## config.mk

```make
export PLATFORM = sky130hd
export DESIGN_NAME = fdn_feedback_pipe
export DESIGN_NICKNAME = d
export VERILOG_FILES = /design/src/fdn_pkg.sv /design/src/fdn_feedback_pipe.sv
export SDC_FILE = /design/constraint.sdc
export NUM_CORES = 2
export LEC_CHECK = 0
export ABC_AREA = 1
export ABC_CLOCK_PERIOD_IN_PS = 20200
export BUFFER_PORTS_ARGS = -buffer_cell sky130_fd_sc_hd__buf_2
export CORE_ASPECT_RATIO = 0.8
export CORE_MARGIN = 2
export CORE_UTILIZATION = 25
export CTS_CLUSTER_DIAMETER = 80
export DETAILED_ROUTE_END_ITERATION = 10
export HOLD_SLACK_MARGIN = 0.15
export SKIP_CTS_REPAIR_TIMING = 1
export SYNTH_ARGS = -nofsm -noshare
export SYNTH_HDL_FRONTEND = slang
export SYNTH_SLANG_ARGS = --single-unit
```

## constraint.sdc

```tcl
create_clock -name clk -period 20.2 [get_ports clk]
set_input_delay 6.06 -clock clk [delete_from_list [all_inputs] [get_ports clk]]
set_output_delay 6.06 -clock clk [all_outputs]
set_load 0.02 [all_outputs]
```

## src/fdn_pkg.sv

```systemverilog
// Shared types, constants and helpers for the eight-line feedback delay network.
// No dependencies; imported by every other file in this block except fdn_delay_ram.
`default_nettype none

package fdn_pkg;

    localparam int NLINES       = 8;
    localparam int LINE_W       = 3;
    localparam int LINE_DEPTH   = 4096;
    localparam int PTR_W        = 12;
    localparam int FILL_W       = 13;
    localparam int SAMPLE_BITS  = 24;
    localparam int ADDR_W       = LINE_W + PTR_W;
    localparam int MIX_W        = 27;
    localparam int Q16_ONE      = 65536;
    localparam int HAD_NORM     = 23170;
    localparam int GAIN_CEIL    = 65529;
    localparam int BYPASS_BELOW = 66;

    typedef logic signed [SAMPLE_BITS-1:0] sample_t;
    typedef logic [LINE_W-1:0]             line_t;
    typedef logic [PTR_W-1:0]              ptr_t;
    typedef logic [FILL_W-1:0]             fill_t;
    typedef logic signed [MIX_W-1:0]       mix_t;
    typedef logic [16:0]                   q16_t;

    typedef enum logic [2:0] {
        CFG_WET      = 3'd0,
        CFG_DAMP     = 3'd1,
        CFG_GAIN_LO  = 3'd2,
        CFG_GAIN_HI  = 3'd3,
        CFG_LEN_LO   = 3'd4,
        CFG_LEN_HI   = 3'd5
    } cfg_idx_t;

    typedef enum logic [2:0] {
        ST_IDLE,
        ST_READ,
        ST_LAST,
        ST_MIX,
        ST_FEED,
        ST_DRAIN,
        ST_BLEND,
        ST_DONE
    } fdn_state_t;

    // Feedback write request from the damping pipe
    typedef struct packed {
        logic    valid;
        line_t   line;
        sample_t fb;
    } fb_wr_t;

    function automatic sample_t sat32(input logic signed [31:0] v);
        sample_t r;
        if (v > 32'sd8388607)
            r = 24'sh7FFFFF;
        else if (v < -32'sd8388608)
            r = 24'sh800000;
        else
            r = v[SAMPLE_BITS-1:0];
        return r;
    endfunction

endpackage

`default_nettype wire

```

## src/fdn_feedback_pipe.sv

```systemverilog
// Per-line feedback path: Hadamard scale, line gain, one-pole damping.
// Three multiply stages, one line per cycle. Depends on fdn_pkg.
`default_nettype none

module fdn_feedback_pipe import fdn_pkg::*; (
    input  wire logic        clk,
    input  wire logic        rst_n,
    input  wire logic        clear,
    input  wire logic        in_valid,
    input  wire line_t       in_line,
    input  wire mix_t        in_mix,
    input  wire logic [15:0] in_gain,
    input  wire q16_t        dc,
    output fb_wr_t           wr
);

    logic               s1_valid_reg, s2_valid_reg, s3_valid_reg;
    line_t              s1_line_reg, s2_line_reg, s3_line_reg;
    logic [15:0]        s1_gain_reg;
    logic signed [42:0] p1_reg;
    logic signed [43:0] p2_reg;
    logic signed [46:0] p3_reg;
    sample_t            d3_reg;
    sample_t            damp_reg [NLINES];

    logic signed [42:0] p1_next;
    logic signed [42:0] r1;
    logic signed [26:0] m1;
    logic signed [43:0] p2_next;
    logic signed [43:0] r2;
    logic signed [27:0] m2;
    logic signed [28:0] diff;
    logic signed [46:0] p3_next;
    logic signed [46:0] r3;
    logic signed [31:0] t4;
    sample_t            fb;
    sample_t            d_cur;

    always_comb
    begin
        p1_next = in_mix * $signed(16'sd23170);
        r1      = p1_reg + 43'sd32768;
        m1      = r1[42:16];
        p2_next = m1 * $signed({1'b0, s1_gain_reg});
        r2      = p2_reg + 44'sd32768;
        m2      = r2[43:16];
        d_cur   = damp_reg[s2_line_reg];
        diff    = 29'(m2) - 29'(d_cur);
        p3_next = diff * $signed({1'b0, dc});
        r3      = p3_reg + 47'sd32768;
        t4      = 32'(d3_reg) + 32'($signed(r3[46:16]));
        fb      = sat32(t4);
    end

    always_ff @(posedge clk or negedge rst_n)
    begin
        if (!rst_n)
        begin
            s1_valid_reg <= 1'b0;
            s2_valid_reg <= 1'b0;
            s3_valid_reg <= 1'b0;
            for (int i = 0; i < NLINES; i++)
            begin
                damp_reg[i] <= '0;
            end
        end
        else
        begin
            s1_valid_reg <= in_valid;
            s2_valid_reg <= s1_valid_reg;
            s3_valid_reg <= s2_valid_reg;
            if (clear)
            begin
                for (int i = 0; i < NLINES; i++)
                begin
                    damp_reg[i] <= '0;
                end
            end
            else if (s3_valid_reg)
            begin
                damp_reg[s3_line_reg] <= fb;
            end
        end
    end

    always_ff @(posedge clk)
    begin
        s1_line_reg <= in_line;
        s1_gain_reg <= in_gain;
        p1_reg      <= p1_next;
        s2_line_reg <= s1_line_reg;
        p2_reg      <= p2_next;
        s3_line_reg <= s2_line_reg;
        p3_reg      <= p3_next;
        d3_reg      <= d_cur;
    end

    assign wr.valid = s3_valid_reg;
    assign wr.line  = s3_line_reg;
    assign wr.fb    = fb;

endmodule

`default_nettype wire

```

==> results.py <==
metrics = {
    "outcome": {
        "status": "finished clean",
    },
    "detailed_routing": {
        "antenna_left": 0,
        "drtPass1Iterations": 5,
        "drc": 0,
        "drt-total-wl_mm": 165,
        "first_iter_violations": 3642,
        "wl_per_cell_um": 15.9,
        "vias": 45800,
        "routed_via_density": 4.42,
    },
    "logic_synthesis": {
        "synth_top_family_by_area": "adder cells",
        "ys.flop_type": "dfrtp_1",
        "synth_xor_xnor_area_share": 0.0305,
        "syn_area_per_cell_um2": 7.83,
        "synth-edff-count": 0,
        "seq_area_frac_synth": 0.133,
        "synth_compound_area_frac": 0.0596,
        "syn-cell-area_mm2": 0.0574,
        "async_reset_ff_frac": 0.586,
        "syn_inst": 7339,
        "synth.area.mux_share": 0,
        "syn-num-nets": 8856,
        "ys_top_cells_by_area": "fa_1 35%, nand2_1 11%, inv_1 11%",
        "ys_ff_latch": 333,
        "synth_top_area_frac": 0.345,
        "yosys_warnings": 0,
        "synth_simple_gate_area_frac": 0.204,
        "ys_types": 55,
        "synthAdderAreaFrac": 0.445,
        "yosysTopAreaCell": "fa_1",
    },
    "global_routing": {
        "grt_start_max_net_pins": 84,
        "grt_pass1_vias": 46500,
        "grt_pass1_wl_mm": 265,
        "antenna_found_initial": 1,
        "track_usage": 0.142,
        "grt.overflow.total": 0,
    },
    "setup_path": {
        "critPathRequiredTime_ns": 14.14,
        "end_kind": "primary output",
        "rr_worst_depth": 41,
        "critPathTopFamily": "simple AND/OR/NAND/NOR gates",
        "critPathMaxStageDelay_ns": 0.69,
        "cp.depth": 26,
        "critPathKind": "reg -> out",
        "crit_top_cell": "nand2_1",
        "cp_slowest_cell": "buf_4",
        "setup.worst_path.start": "p3_reg[15]$_DFF_P_",
        "r2r_start": "s2_line_reg[0]$_DFF_P_",
        "crit_arrival_ns": 6.32,
        "cp_num_buf_inv": 4,
        "cp_max_fo": 15,
        "crit_path_start_kind": "flip-flop",
    },
    "clock_network": {
        "clk_latency_ns": 0.62,
        "cts_made_buffers": 38,
        "cts_buffer_depth": 3,
        "cts_sinks": 333,
        "clk_pin_slew_ns": 0.06,
        "cts_tree": "done",
        "cts-htree-levels": 2,
        "ctsRootBufferMaster": "clkbuf_16",
    },
    "timing": {
        "setup_tns_ns": 0,
        "fmax_mhz": 80.8,
        "worst_clock_skew_ns": 0.0394,
        "final-hold-violation-count": 0,
        "setup_viol": 0,
        "slew_violations": 0,
        "slew_headroom": 0.208,
        "fin_crit_sh": 0.613,
        "rsz0062_at_grt": "false",
        "worst-slew-pin-transition_ns": 1.18,
        "period_needed_ns": 12.38,
    },
    "run": {
        "drv_cap": 0,
    },
    "layout": {
        "drive_gt1_frac": 0.0453,
        "area_growth_syn_to_layout_pct": 8.69,
        "nets": 8823,
        "largest_register_ffs": 192,
    },
    "placement": {
        "post-dp-hpwl_mm": 135,
        "gp_congestion": 0.956,
        "port_buffers": 94,
    },
    "hold_path": {
        "hold_path.class": "reg -> reg",
        "whs_path_depth": 0,
        "min_from": "s1_line_reg[1]$_DFF_P_",
    },
    "die": {
        "die_h_um": 433,
        "start_util": 0.251,
        "core-area_mm2": 0.229,
        "die_area_mm2": 0.234,
        "pin_count": 95,
        "die_w_um": 540,
        "row_count": 157,
    },
}
## placed cells by master (no fill, tap or decap), types with 25 or more instances in the layout
cell,n
xnor2_1,65
buf_2,93
xor2_1,134
dfxtp_1,136
buf_4,40
fa_1,990
ha_1,460
o22ai_1,46
or2_2,27
nor2_1,725
nor4_1,25
a31oi_1,27
dfrtp_1,195
nor3_1,52
nand4_1,51
a21oi_1,224
clkbuf_16,40
inv_1,1690
nand2_1,1696
o21ai_0,248
nand3_1,128
## Yosys cell counts (3+ instances only)
| library cell | n |
|---|---|
| inv_2 | 13 |
| o21ai_0 | 248 |
| inv_1 | 1691 |
| nand2_8 | 20 |
| buf_12 | 4 |
| o21a_1 | 17 |
| clkinv_1 | 13 |
| nor2_2 | 18 |
| nand3b_1 | 7 |
| dfxtp_1 | 138 |
| nand2_2 | 11 |
| clkbuf_1 | 161 |
| dfrtp_1 | 195 |
| nor3b_1 | 5 |
| fa_1 | 990 |
| o21bai_1 | 9 |
| buf_2 | 31 |
| ha_1 | 460 |
| o21ai_1 | 7 |
| xnor2_1 | 65 |
| o211ai_1 | 5 |
| xor2_1 | 135 |
| nand4_1 | 51 |
| nor2_1 | 733 |
| a21oi_1 | 224 |
| nand2_4 | 22 |
| and3_1 | 6 |
| o22ai_1 | 46 |
| nand3_1 | 128 |
| nor4_1 | 25 |
| nand2_1 | 1696 |
| a21o_1 | 16 |
| a22o_1 | 4 |
| nand3_2 | 4 |
| nor3_1 | 52 |
| a31oi_1 | 27 |
| or2_2 | 27 |
| buf_1 | 7 |
| a21boi_0 | 3 |
| o221a_2 | 4 |
## layer usage
layer | vias to the layer above | share of wire | global-route usage
met1 | 22300 | 0.48 | 0.207
met5 | - | 0 | 0
met2 | 1547 | 0.42 | 0.219
met3 | 173 | 0.078 | 0.0254
li1 | 21700 | - | -
met4 | 0 | 0.020 | 0.0270
## logic make-up after synthesis
logic type | after synthesis
AND/OR/NAND/NOR | 2809
XOR/XNOR | 200
adder cells (fa/ha/maj) | 1450
flip-flops | 333
AO/OA/AOI/OAI | 623
buffers and inverters | 1924
## worst register-to-register path, delay by kind of cell (launching register included)
| kind | cells | cell delay, ns |
|---|---|---|
| xor gates and xnor gates | 1 | 0.15 |
| DFF | 1 | 0.31 |
| AOI/OAI and AO/OA | 8 | 1.91 |
| and+or+nand+nor | 9 | 1.38 |
| buffers and inverters | 15 | 2.76 |
| adders and majority gates | 8 | 4.60 |
## area by class of cell
class	instances	area, um^2
clock buffer	53	1120
inverter	1717	6440
sequential	333	7640
timing repair buffer	134	779
clock inverter	16	169
fill	25000	166000
antenna	1	2.50
multi-input combinational	5082	42500
tap	3021	3780
## through the flow
step / instances / setup slack [ns] / hold slack, ns / utilization / instance area [um^2]
5_1_grt: 10400 / 7.24 / 0.337 / 0.273 / 62400
6_report: 10400 / 7.82 / 0.327 / 0.273 / 62400
2_1_floorplan: 7339 / 8.65 / 0.310 / - / 57400
4_1_cts: 10400 / 7.80 / 0.329 / 0.273 / 62400
3_3_place_gp: 10300 / 8.00 / 0.313 / 0.267 / 61100
3_5_place_dp: 10300 / 7.94 / 0.314 / 0.267 / 61100
## final timing paths
check | end | slack, ns
min in group asynchronous | damp_reg[127]$_DFFE_PN0P_ | 5.50
max | wr[1] | 7.82
min | s2_line_reg[1]$_DFF_P_ | 0.33
max in group asynchronous | damp_reg[94]$_DFFE_PN0P_ | 13.36
min reg2reg | s2_line_reg[1]$_DFF_P_ | 0.33
max reg2reg | p3_reg[45]$_DFF_P_ | 9.00
Power is not shown: default switching activity piles up to over one toggle a cycle in this logic, so the estimate is an artifact.
